<file path="config.mk">
export PLATFORM = sky130hd
export DESIGN_NAME = bitmap_page_allocator
export DESIGN_NICKNAME = d
export VERILOG_FILES = /design/src/rtl/bpa_pkg.sv /design/src/rtl/bpa_chain_mem.sv /design/src/rtl/bpa_engine.sv /design/src/rtl/bitmap_page_allocator.sv
export SDC_FILE = /design/constraint.sdc
export NUM_CORES = 1
export LEC_CHECK = 0
export ABC_CLOCK_PERIOD_IN_PS = 9500
export BUFFER_PORTS_ARGS = -buffer_cell sky130_fd_sc_hd__buf_2
export CAP_MARGIN = 25
export CORE_AREA = 2 2 253 280
export CTS_BUF_LIST = sky130_fd_sc_hd__clkbuf_8
export DETAILED_ROUTE_END_ITERATION = 10
export DIE_AREA = 0 0 255 282
export GPL_ROUTABILITY_DRIVEN = 0
export GPL_TIMING_DRIVEN = 0
export PLACE_DENSITY = 0.66
export SYNTH_ARGS = -nofsm -noshare
export SYNTH_HDL_FRONTEND = slang
export SYNTH_HIERARCHICAL = 1
export SYNTH_SLANG_ARGS = --single-unit
</file>
<file path="constraint.sdc">
create_clock -name clk -period 9.5 [get_ports clk]
set_input_delay 1.9 -clock clk [delete_from_list [all_inputs] [get_ports clk]]
set_output_delay 1.9 -clock clk [all_outputs]
set_load 0.1 [all_outputs]
</file>
<file path="src/rtl/bpa_pkg.sv">
package bpa_pkg;

    // Region geometry
    localparam int NUM_PAGES  = 64;
    localparam int PAGE_BYTES = 64;
    localparam int PAGE_SHIFT = $clog2(PAGE_BYTES);

    // Field widths
    localparam int ADDR_W       = 32;
    localparam int SIZE_W       = 13;
    localparam int PAGE_COUNT_W = 7;

    // Page index, chain link (index or end mark) and page counters
    localparam int IDX_W  = $clog2(NUM_PAGES);
    localparam int LINK_W = $clog2(NUM_PAGES + 1);
    localparam int NEED_W = SIZE_W + 1 - PAGE_SHIFT;

    localparam logic [LINK_W-1:0] LINK_END = LINK_W'(NUM_PAGES);

    typedef enum logic {
        REQ_ALLOC = 1'b0,
        REQ_FREE  = 1'b1
    } req_type_t;

    typedef enum logic [1:0] {
        ST_OK      = 2'd0,
        ST_ZERO    = 2'd1,
        ST_NOSPACE = 2'd2,
        ST_BADADDR = 2'd3
    } status_t;

    typedef struct packed {
        req_type_t          req_type;
        logic [SIZE_W-1:0]  size_bytes;
        logic [ADDR_W-1:0]  free_address;
    } req_t;

    typedef struct packed {
        status_t                  status;
        logic [ADDR_W-1:0]        result_address;
        logic [PAGE_COUNT_W-1:0]  page_count;
    } rsp_t;

    typedef struct packed {
        logic               we;
        logic [IDX_W-1:0]   waddr;
        logic [LINK_W-1:0]  wdata;
        logic               re;
        logic [IDX_W-1:0]   raddr;
    } mem_req_t;

    typedef enum logic [1:0] {
        S_IDLE,
        S_ALLOC,
        S_WALK,
        S_FINISH
    } state_t;

endpackage

</file>
<file path="src/rtl/bpa_chain_mem.sv">
module bpa_chain_mem (
    input  logic                          clk,
    input  bpa_pkg::mem_req_t             mem_req,
    output logic [bpa_pkg::LINK_W-1:0]    mem_rdata
);
    import bpa_pkg::*;

    logic [LINK_W-1:0] link_mem [NUM_PAGES];
    logic [LINK_W-1:0] rdata_reg;

    always_ff @(posedge clk)
    begin
        if (mem_req.we)
        begin
            link_mem[mem_req.waddr] <= mem_req.wdata;
        end
        if (mem_req.re)
        begin
            rdata_reg <= link_mem[mem_req.raddr];
        end
    end

    assign mem_rdata = rdata_reg;

endmodule

</file>
<file path="src/rtl/bpa_engine.sv">
module bpa_engine (
    input  logic                          clk,
    input  logic                          rst_n,
    input  logic                          req_valid,
    output logic                          req_stall,
    input  bpa_pkg::req_t                 req,
    input  logic [bpa_pkg::ADDR_W-1:0]    base_address,
    output logic                          res_valid,
    input  logic                          res_ready,
    output bpa_pkg::rsp_t                 res,
    output bpa_pkg::mem_req_t             mem_req,
    input  logic [bpa_pkg::LINK_W-1:0]    mem_rdata
);
    import bpa_pkg::*;

    state_t               state_reg, state_next;
    logic [NUM_PAGES-1:0] used_map_reg, used_map_next;
    logic [LINK_W-1:0]    free_pages_reg, free_pages_next;
    logic [NEED_W-1:0]    need_reg, need_next;
    logic [LINK_W-1:0]    scan_reg, scan_next;
    logic [LINK_W-1:0]    got_reg, got_next;
    logic [IDX_W-1:0]     prev_reg, prev_next;
    logic [IDX_W-1:0]     first_reg, first_next;
    logic [LINK_W-1:0]    cur_reg, cur_next;
    logic                 walk_first_reg, walk_first_next;
    logic [LINK_W-1:0]    steps_reg, steps_next;
    logic [LINK_W-1:0]    cnt_reg, cnt_next;
    rsp_t                 res_reg, res_next;

    logic                 req_accept;
    logic [NEED_W-1:0]    need;
    logic [ADDR_W-1:0]    offset;
    logic                 addr_bad;
    logic [LINK_W-1:0]    cur;
    logic [LINK_W:0]      free_sum;

    assign req_stall  = (state_reg != S_IDLE);
    assign req_accept = req_valid && !req_stall;
    assign res_valid  = (state_reg == S_FINISH);
    assign res        = res_reg;

    assign need   = NEED_W'((SIZE_W + 1)'(req.size_bytes) + (SIZE_W + 1)'(PAGE_BYTES - 1)
                    >> PAGE_SHIFT);
    assign offset = req.free_address - base_address;
    assign cur    = walk_first_reg ? cur_reg : mem_rdata;

    always_comb
    begin
        addr_bad = 1'b0;
        if (offset[PAGE_SHIFT-1:0] != '0)
        begin
            addr_bad = 1'b1;
        end
        else if (offset[ADDR_W-1:PAGE_SHIFT] >= (ADDR_W - PAGE_SHIFT)'(NUM_PAGES))
        begin
            addr_bad = 1'b1;
        end
        else if (!used_map_reg[offset[PAGE_SHIFT+IDX_W-1:PAGE_SHIFT]])
        begin
            addr_bad = 1'b1;
        end
    end

    always_ff @(posedge clk or negedge rst_n)
    begin
        if (!rst_n)
        begin
            state_reg      <= S_IDLE;
            used_map_reg   <= '0;
            free_pages_reg <= LINK_W'(NUM_PAGES);
        end
        else
        begin
            state_reg      <= state_next;
            used_map_reg   <= used_map_next;
            free_pages_reg <= free_pages_next;
        end
    end

    always_ff @(posedge clk)
    begin
        need_reg       <= need_next;
        scan_reg       <= scan_next;
        got_reg        <= got_next;
        prev_reg       <= prev_next;
        first_reg      <= first_next;
        cur_reg        <= cur_next;
        walk_first_reg <= walk_first_next;
        steps_reg      <= steps_next;
        cnt_reg        <= cnt_next;
        res_reg        <= res_next;
    end

    always_comb
    begin
        state_next      = state_reg;
        used_map_next   = used_map_reg;
        free_pages_next = free_pages_reg;
        need_next       = need_reg;
        scan_next       = scan_reg;
        got_next        = got_reg;
        prev_next       = prev_reg;
        first_next      = first_reg;
        cur_next        = cur_reg;
        walk_first_next = walk_first_reg;
        steps_next      = steps_reg;
        cnt_next        = cnt_reg;
        res_next        = res_reg;
        mem_req         = '0;
        free_sum        = (LINK_W + 1)'(free_pages_reg) + (LINK_W + 1)'(cnt_reg);

        unique case (state_reg)
            S_IDLE:
            begin
                if (req_accept)
                begin
                    res_next = '{status: ST_OK, result_address: '0, page_count: '0};
                    if (req.req_type == REQ_ALLOC)
                    begin
                        if (req.size_bytes == '0)
                        begin
                            res_next.status = ST_ZERO;
                            state_next      = S_FINISH;
                        end
                        else if ((NEED_W + LINK_W)'(need) >
                                 (NEED_W + LINK_W)'(free_pages_reg))
                        begin
                            res_next.status = ST_NOSPACE;
                            state_next      = S_FINISH;
                        end
                        else
                        begin
                            need_next  = need;
                            scan_next  = '0;
                            got_next   = '0;
                            state_next = S_ALLOC;
                        end
                    end
                    else
                    begin
                        if (addr_bad)
                        begin
                            res_next.status = ST_BADADDR;
                            state_next      = S_FINISH;
                        end
                        else
                        begin
                            cur_next        = LINK_W'(offset[PAGE_SHIFT+IDX_W-1:PAGE_SHIFT]);
                            walk_first_next = 1'b1;
                            steps_next      = '0;
                            cnt_next        = '0;
                            state_next      = S_WALK;
                        end
                    end
                end
            end

            S_ALLOC:
            begin
                if ((NEED_W + LINK_W)'(got_reg) == (NEED_W + LINK_W)'(need_reg) ||
                    scan_reg == LINK_END)
                begin
                    // close the chain at the last claimed page
                    mem_req.we      = 1'b1;
                    mem_req.waddr   = prev_reg;
                    mem_req.wdata   = LINK_END;
                    free_pages_next = free_pages_reg - got_reg;
                    res_next.status = ST_OK;
                    res_next.result_address =
                        base_address + (ADDR_W'(first_reg) << PAGE_SHIFT);
                    res_next.page_count = PAGE_COUNT_W'(got_reg);
                    state_next = S_FINISH;
                end
                else
                begin
                    if (!used_map_reg[scan_reg[IDX_W-1:0]])
                    begin
                        used_map_next[scan_reg[IDX_W-1:0]] = 1'b1;
                        if (got_reg != '0)
                        begin
                            mem_req.we    = 1'b1;
                            mem_req.waddr = prev_reg;
                            mem_req.wdata = scan_reg;
                        end
                        else
                        begin
                            first_next = scan_reg[IDX_W-1:0];
                        end
                        prev_next = scan_reg[IDX_W-1:0];
                        got_next  = got_reg + LINK_W'(1);
                    end
                    scan_next = scan_reg + LINK_W'(1);
                end
            end

            S_WALK:
            begin
                if (steps_reg == LINK_W'(NUM_PAGES) || cur >= LINK_END)
                begin
                    if (free_sum > (LINK_W + 1)'(NUM_PAGES))
                    begin
                        free_pages_next = LINK_END;
                    end
                    else
                    begin
                        free_pages_next = free_sum[LINK_W-1:0];
                    end
                    res_next.status         = ST_OK;
                    res_next.result_address = '0;
                    res_next.page_count     = PAGE_COUNT_W'(cnt_reg);
                    state_next              = S_FINISH;
                end
                else
                begin
                    if (used_map_reg[cur[IDX_W-1:0]])
                    begin
                        used_map_next[cur[IDX_W-1:0]] = 1'b0;
                        cnt_next = cnt_reg + LINK_W'(1);
                    end
                    mem_req.re      = 1'b1;
                    mem_req.raddr   = cur[IDX_W-1:0];
                    steps_next      = steps_reg + LINK_W'(1);
                    walk_first_next = 1'b0;
                end
            end

            S_FINISH:
            begin
                if (res_ready)
                begin
                    state_next = S_IDLE;
                end
            end

            default:
            begin
                state_next = S_IDLE;
            end
        endcase
    end

`ifndef SYNTH
    a_free_count_matches_map: assert property (@(posedge clk) disable iff (!rst_n)
        (state_reg == S_IDLE) |->
        (free_pages_reg == LINK_W'(NUM_PAGES - $countones(used_map_reg))))
        else $error("free page count disagrees with used map");

    a_mem_single_access: assert property (@(posedge clk) disable iff (!rst_n)
        !(mem_req.we && mem_req.re))
        else $error("chain memory read and write in the same cycle");

    a_alloc_not_over_need: assert property (@(posedge clk) disable iff (!rst_n)
        (state_reg == S_ALLOC) |-> (32'(got_reg) <= 32'(need_reg)))
        else $error("allocation claimed more pages than requested");

    a_result_held: assert property (@(posedge clk) disable iff (!rst_n)
        (state_reg == S_FINISH && !res_ready) |=>
        (state_reg == S_FINISH && $stable(res_reg)))
        else $error("pending result lost before hand-off");
`endif

endmodule

</file>
<file path="src/rtl/bitmap_page_allocator.sv">
// Page allocator over a used-page bitmap of bpa_pkg::NUM_PAGES pages of
// bpa_pkg::PAGE_BYTES bytes each, page zero at base_address. An allocate
// transaction rounds size_bytes up to whole pages, claims the lowest-numbered
// free pages (not necessarily contiguous), links them into a chain and returns
// the first page's address; a free transaction takes such an address (or any
// page inside an allocation) and releases that page and the rest of its chain.
// One transaction is in work at a time. Allocate scans one page a cycle and
// writes one link a cycle into the chain memory. Free follows one link a
// cycle through the chain memory's registered read. Zero size, shortage and
// bad address go straight to the result. A finished result sits in an output
// register, so the next request is taken while the result waits; the
// following result then waits until that register empties. No clearing pass
// is needed after reset: the chain memory is only read at entries written by
// an earlier allocation. Write base_address only while no transaction is open.
module bitmap_page_allocator (
    input  logic                          clk,
    input  logic                          rst_n,
    input  logic                          cfg_we,
    input  logic [bpa_pkg::ADDR_W-1:0]    cfg_wdata,
    input  logic                          req_valid,
    output logic                          req_stall,
    input  bpa_pkg::req_t                 req,
    output logic                          rsp_valid,
    input  logic                          rsp_stall,
    output bpa_pkg::rsp_t                 rsp
);
    import bpa_pkg::*;

    logic [ADDR_W-1:0] base_address_reg;
    logic              rsp_valid_reg;
    rsp_t              rsp_reg;

    logic              res_valid;
    logic              res_ready;
    rsp_t              res;
    mem_req_t          mem_req;
    logic [LINK_W-1:0] mem_rdata;

    // Configuration: one register, no read-back
    always_ff @(posedge clk or negedge rst_n)
    begin
        if (!rst_n)
        begin
            base_address_reg <= '0;
        end
        else if (cfg_we)
        begin
            base_address_reg <= cfg_wdata;
        end
    end

    // Output register: take a new result whenever the slot is empty or drains
    assign res_ready = !rsp_valid_reg || !rsp_stall;

    always_ff @(posedge clk or negedge rst_n)
    begin
        if (!rst_n)
        begin
            rsp_valid_reg <= 1'b0;
        end
        else if (res_ready)
        begin
            rsp_valid_reg <= res_valid;
        end
    end

    // Hold the payload while stalled
    always_ff @(posedge clk)
    begin
        if (res_ready && res_valid)
        begin
            rsp_reg <= res;
        end
    end

    assign rsp_valid = rsp_valid_reg;
    assign rsp       = rsp_reg;

    bpa_engine u_engine (
        .clk          (clk),
        .rst_n        (rst_n),
        .req_valid    (req_valid),
        .req_stall    (req_stall),
        .req          (req),
        .base_address (base_address_reg),
        .res_valid    (res_valid),
        .res_ready    (res_ready),
        .res          (res),
        .mem_req      (mem_req),
        .mem_rdata    (mem_rdata)
    );

    // Chain links, one entry per page
    bpa_chain_mem u_chain_mem (
        .clk       (clk),
        .mem_req   (mem_req),
        .mem_rdata (mem_rdata)
    );

endmodule
</file>
# [Word level (Yosys, flattened, before mapping)]
# Memory sizes are Yosys's and may differ from the RTL's. A register that Yosys moved wholly into a read port is not among the register bits.
# Cells that the tools add are included.
[word_totals] register_bits=243 latchBits=0 ramBits=448 mem_bits_ro=0 out_inout_bits=43 wordCells=169 memories=1
[memory_table] memory="u_chain_mem.link_mem" words=64 word_bits=7 read_ports=1 rd_ports_with_merged_regs=1 wr=1 line_no="bpa_chain_mem.sv:8" source="logic [LINK_W-1:0] link_mem [NUM_PAGES];"
[classes] add_sub_neg=9 multipliers=0 div_mod_pow=0 magnitude_cmp=9 eq_ne=19 shifts=0 muxes=70 bitwise_logic=10 reduce_logical=31
[op_table] operator="64-bit 2-to-1 mux" n=4
[op_table] operator="7-bit 2-to-1 mux" n=19
[op_table] operator="64-bit case mux with 2 select lines" n=1
[op_table] operator="41-bit 2-to-1 mux" n=3
[op_table] operator="41-bit case mux with 3 select lines" n=1
[op_table] operator="7-bit case mux with 2 select lines" n=5
[op_table] operator="64-bit AND" n=1
[op_table] operator="64-bit inverter" n=1
[op_table] operator="64-bit OR" n=1
[op_table] operator="14-bit 2-to-1 mux" n=4
[op_table] operator="32-bit by 12-bit adder with 32-bit output" n=1
[op_table] operator="32-bit subtractor" n=1
[op_table] operator="7-bit by 1-bit adder with 7-bit output, second input constant" n=4
[op_table] operator="26-bit by 7-bit greater-or-equal comparator with 1-bit output, second input constant" n=1
[op_table] operator="2-bit 2-to-1 mux" n=11
[op_table] operator="6-bit by 7-bit < comparator with 1-bit output, second input constant" n=3
[op_table] operator="1-bit binary-select mux with 6-bit select" n=3
[op_table] operator="2-bit inequality test, second input constant" n=8
[op_table] operator="4-bit AND reduction" n=4
[op_table] operator="1-bit 2-to-1 mux" n=15
[op_table] operator="5-bit AND reduction" n=3
[op_table] operator="13-bit by 6-bit adder with 14-bit output, second input constant" n=1
[op_table] operator="7-bit == test, second input constant" n=2
[op_table] operator="13-bit zero test" n=1
[op_table] operator="other kinds (25)" n=50

# [Longest topological paths before layout]
[depth] ltp_word=10 ltp_mapped=17

# [Cells and area by module]
# The synthesis kept the hierarchy.
[modules_own_cells] module="bpa_chain_mem" n_inst=1 cells_each=835 area_per_inst_um2=17792.1
[modules_own_cells] module="bpa_engine" n_inst=1 cells_each=1610 area_per_inst_um2=13953.4
[modules_own_cells] module="bitmap_page_allocator" n_inst=1 cells_each=113 area_per_inst_um2=2620.0

# [Least setup slack after synthesis]
# No wires, ideal clock.
[synth_timing] path_kind="in2reg" start="input port rsp_stall" end="register rsp_reg, in the netlist rsp[0] (enable)" t_arrival_ns=4.898 slack_ns=4.101 cell_stages=1 path_buffers=0 cell_sequence="a21boi_0"
[synth_via] elab_chain_len=3
[synth_rtl] item="start, declared" line_no="bitmap_page_allocator.sv:24" source="input logic rsp_stall,"
[synth_rtl] item="1-bit zero test" line_no="bitmap_page_allocator.sv:53" source="assign res_ready = !rsp_valid_reg || !rsp_stall;"
[synth_rtl] item="1-bit logical OR" line_no="bitmap_page_allocator.sv:53"
[synth_rtl] item="1-bit logical AND" line_no="bitmap_page_allocator.sv:70" source="if (res_ready && res_valid)"
[synth_rtl] item="end signal, assigned" line_no="bitmap_page_allocator.sv:72" source="rsp_reg <= res;"
[synth_rtl] item="end, declared" line_no="bitmap_page_allocator.sv:31" source="rsp_t rsp_reg;"
# No other way between the ends.
# A chain may end at the register's enable or synchronous reset.

==> flow_metrics.tcl <==
set metrics [dict create \
    multi_input_area_um2 12810 \
    cp.required_ns 9.82 \
    netlist_area_um2 34370 \
    cp_top_family "simple AND/OR/NAND/NOR gates" \
    leakage_nw 13.68 \
    powerDensity_nw_per_um2 287.4 \
    cts_hold_buf 0 \
    arrival_ns 6.37 \
    yosysTopAreaCellShare_pct 51.73 \
    dieWidth_um 255 \
    drv_slew 0 \
    ioPinCount 126 \
    cts_sinks 698 \
    syn_inst 2558 \
    h-tree-depth 3 \
    core-area_um2 68870 \
    numCtsBuffers 109 \
    grt_pass1_wl_mm 148.7 \
    rows 101 \
    wire_per_inst_um 26.11 \
    portBuffers 124 \
    place_inst 3628 \
    synth_top_area_cell "edfxtp_1" \
    postSynthRegisterBits 698 \
    slowest_stage "nor2_1" \
    maxSlewHeadroom_pct 22.74 \
    synth_area_leaders "edfxtp_1 52%, mux4_2 7.7%, dfrtp_1 7.6%" \
    syn_avg_cell_area_um2 13.43 \
    die_area_um2 71910 \
    synth_edf_count 592 \
    cts_resized 0 \
    irDropWorstVdd_v 0.0002131 \
    p_total_mw 11.07 \
    dr.first_iter.drc_count 3474 \
    cts_tree "yes" \
    clk_latency_ns 0.73 \
    largest_reg_flops 448 \
    worstPathCellList "buf_4 -> mux4_2 -> mux2i_1 -> nand2_1 -> o311a_1 -> a2111oi_2 -> or2_2 -> and3_1 -> clkbuf_1 -> nor2_1 -> nor2b_1 -> clkbuf_1 -> nand4_1 -> nor2_1" \
    drc 0 \
    fmax_mhz 165.2 \
    drt-pass1-iter-count 9 \
    place_area_um2 36450 \
    worstSetupEndpointType "flop" \
    hold_viol_final 0 \
    die-height_um 282 \
    ff_latch_area_um2 20430 \
    dp_hpwl_mm 71.75 \
    post-cts-setup-buffer-count 0 \
    finalSetupViolCount 0 \
    grt_start_max_net_pins 71 \
    synth.yosys.seq_area_share_pct 59.45 \
    critPathKind "flop to flop" \
    initial_core_util_pct 49.90 \
    min_period_over_period_pct 63.71 \
    grt_antenna_before_repair 3 \
    viasPerCell 6.412 \
    cts_buffer_depth 3 \
    crit_path_max_incr_delay_ns 0.82 \
    final-instance-count-excl-fill 3826 \
    syn_nets 2714 \
    ys.flop_type "edfxtp_1" \
    status "finished, final reports clean" \
    synth_async_sr_flop_share_pct 15.19 \
    drt-total-wl_mm 99.91 \
    cts_root_buf "clkbuf_8" \
    vias 24530 \
    grt_use_total_pct 27.79 \
    grt_pass1_vias 24530 \
    hold_ws_ns 0.4184 \
    critPathMaxFanout 10 \
    final_area_um2 38510 \
    tns_ns 0 \
    clk_transition_reported_paths_ns 0.06 \
    ant_nets 0 \
    tightest_slew_ns 1.149 \
    fin_skew_ns 0.04080 \
    syn2layout_area_growth_pct 12.07 \
    crit_path_start_kind "flop" \
    rsz0062_at_grt "false" \
    ys.warnings.count 6 \
    drv_cap 0 \
    drive_gt1_share_pct 19.13 \
    finalCriticalPeriod_ns 6.052 \
    hold_class "flop to flop" \
    finalNetCount 2969 \
    nFillCells 5562 \
    overflow 0 \
    synth_cell_type_count 99 \
    path_buf_inv 3 \
]
[final cells by class]
class / count / area share, %
antenna: 3 / 0.01949
buffer: 144 / 2.011
clock buffer: 114 / 4.074
clock inverter: 80 / 1.235
inverter: 101 / 0.9844
multi-input combinational: 1615 / 33.26
sequential: 698 / 53.05
tap: 927 / 3.012
timing repair buffer: 144 / 2.359
[final timing paths]
kind	start	endpoint	slack [ns]	depth (start not counted)
min in group asynchronous	rst_n	base_address_reg[24]	1.16	1
worst min-delay path	u_engine/res[6]	rsp[6]	0.42	0
worst min register to register	u_engine/res[6]	rsp[6]	0.42	0
worst max register to register	u_engine/scan_reg[0]	u_chain_mem/link_mem[15][4]	3.45	14
max in group asynchronous	rst_n	u_engine/used_map_reg[56]	7.54	2
worst max-delay path	u_engine/scan_reg[0]	u_chain_mem/link_mem[15][4]	3.45	14
[cell usage after synthesis, types with 21 or more instances]
master	instances
a211oi_1	21
a21oi_1	149
a221oi_1	69
a22oi_1	29
a31oi_1	40
and3_1	30
buf_2	31
clkbuf_1	75
dfrtp_1	105
edfxtp_1	592
ha_1	69
inv_1	99
mux2_4	30
mux2i_1	53
mux4_2	118
nand2_1	163
nand3_1	54
nor2_1	208
nor2b_1	37
nor3_1	37
o21ai_0	53
o22ai_1	30
xnor2_1	45
xor2_1	29
[layout by cell type (no fill, tap or decap), types with 13 or more instances in the layout]
| cell | count |
|---|---|
| buf_4 | 16 |
| dfrtp_1 | 105 |
| a221o_1 | 16 |
| a22o_1 | 18 |
| a211oi_1 | 21 |
| a21o_1 | 19 |
| clkinv_2 | 15 |
| clkinv_1 | 21 |
| o21ai_1 | 17 |
| clkbuf_8 | 114 |
| mux4_2 | 118 |
| and3_1 | 24 |
| xor2_1 | 29 |
| nand4_1 | 19 |
| nor2b_1 | 37 |
| a21oi_1 | 149 |
| nor4_1 | 16 |
| mux2_4 | 30 |
| a22oi_1 | 29 |
| xnor2_1 | 45 |
| buf_1 | 14 |
| o31ai_1 | 13 |
| mux2_2 | 20 |
| nand2_1 | 163 |
| o22ai_1 | 30 |
| a31oi_1 | 40 |
| ha_1 | 69 |
| nand3_1 | 54 |
| nor3_1 | 37 |
| buf_2 | 159 |
| edfxtp_1 | 592 |
| inv_1 | 132 |
| buf_12 | 13 |
| o21ai_0 | 53 |
| and2_1 | 18 |
| a221oi_1 | 69 |
| clkbuf_1 | 75 |
| nor2_1 | 207 |
| mux2i_1 | 53 |
[stage by stage]
step	setup slack [ns]	utilization, %
3_3_place_gp	2.635	52.48
2_1_floorplan	4.101	-
3_5_place_dp	2.898	52.93
4_1_cts	3.668	55.90
6_report	3.448	55.92
5_1_grt	3.319	55.92
[logic make-up after synthesis]
kind of cell	synth area share (%)
AO/OA/AOI/OAI	11.74
XOR/XNOR	1.933
adder cells (fa/ha/maj)	2.745
buffers and inverters	3.357
flip-flops	59.45
multiplexers	11.37
AND/OR/NAND/NOR	9.397
[where the power goes]
group	switching [mW]	internal, mW
Sequential	0.396	4.04
Combinational	2.86	1.40
Clock	1.16	1.22
[worst reg2reg max path, stage by stage, from the launching register on]
cell,delay (ns)
edfxtp_1,0.67
buf_4,0.33
mux4_2,0.53
mux2i_1,0.22
nand2_1,0.09
o311a_1,0.19
a2111oi_2,0.63
or2_2,0.26
and3_1,0.16
clkbuf_1,0.23
nor2_1,0.19
nor2b_1,0.31
clkbuf_1,0.38
nand4_1,0.65
nor2_1,0.82
[per-layer routing]
| layer | global-route usage, % | wire (µm) |
|---|---|---|
| met5 | 0 | 27 |
| met4 | 16.15 | 6473 |
| met3 | 5.078 | 8539 |
| met2 | 47.14 | 48550 |
| met1 | 33.22 | 36320 |
No activity file was read; power rests on OpenSTA's default activity.
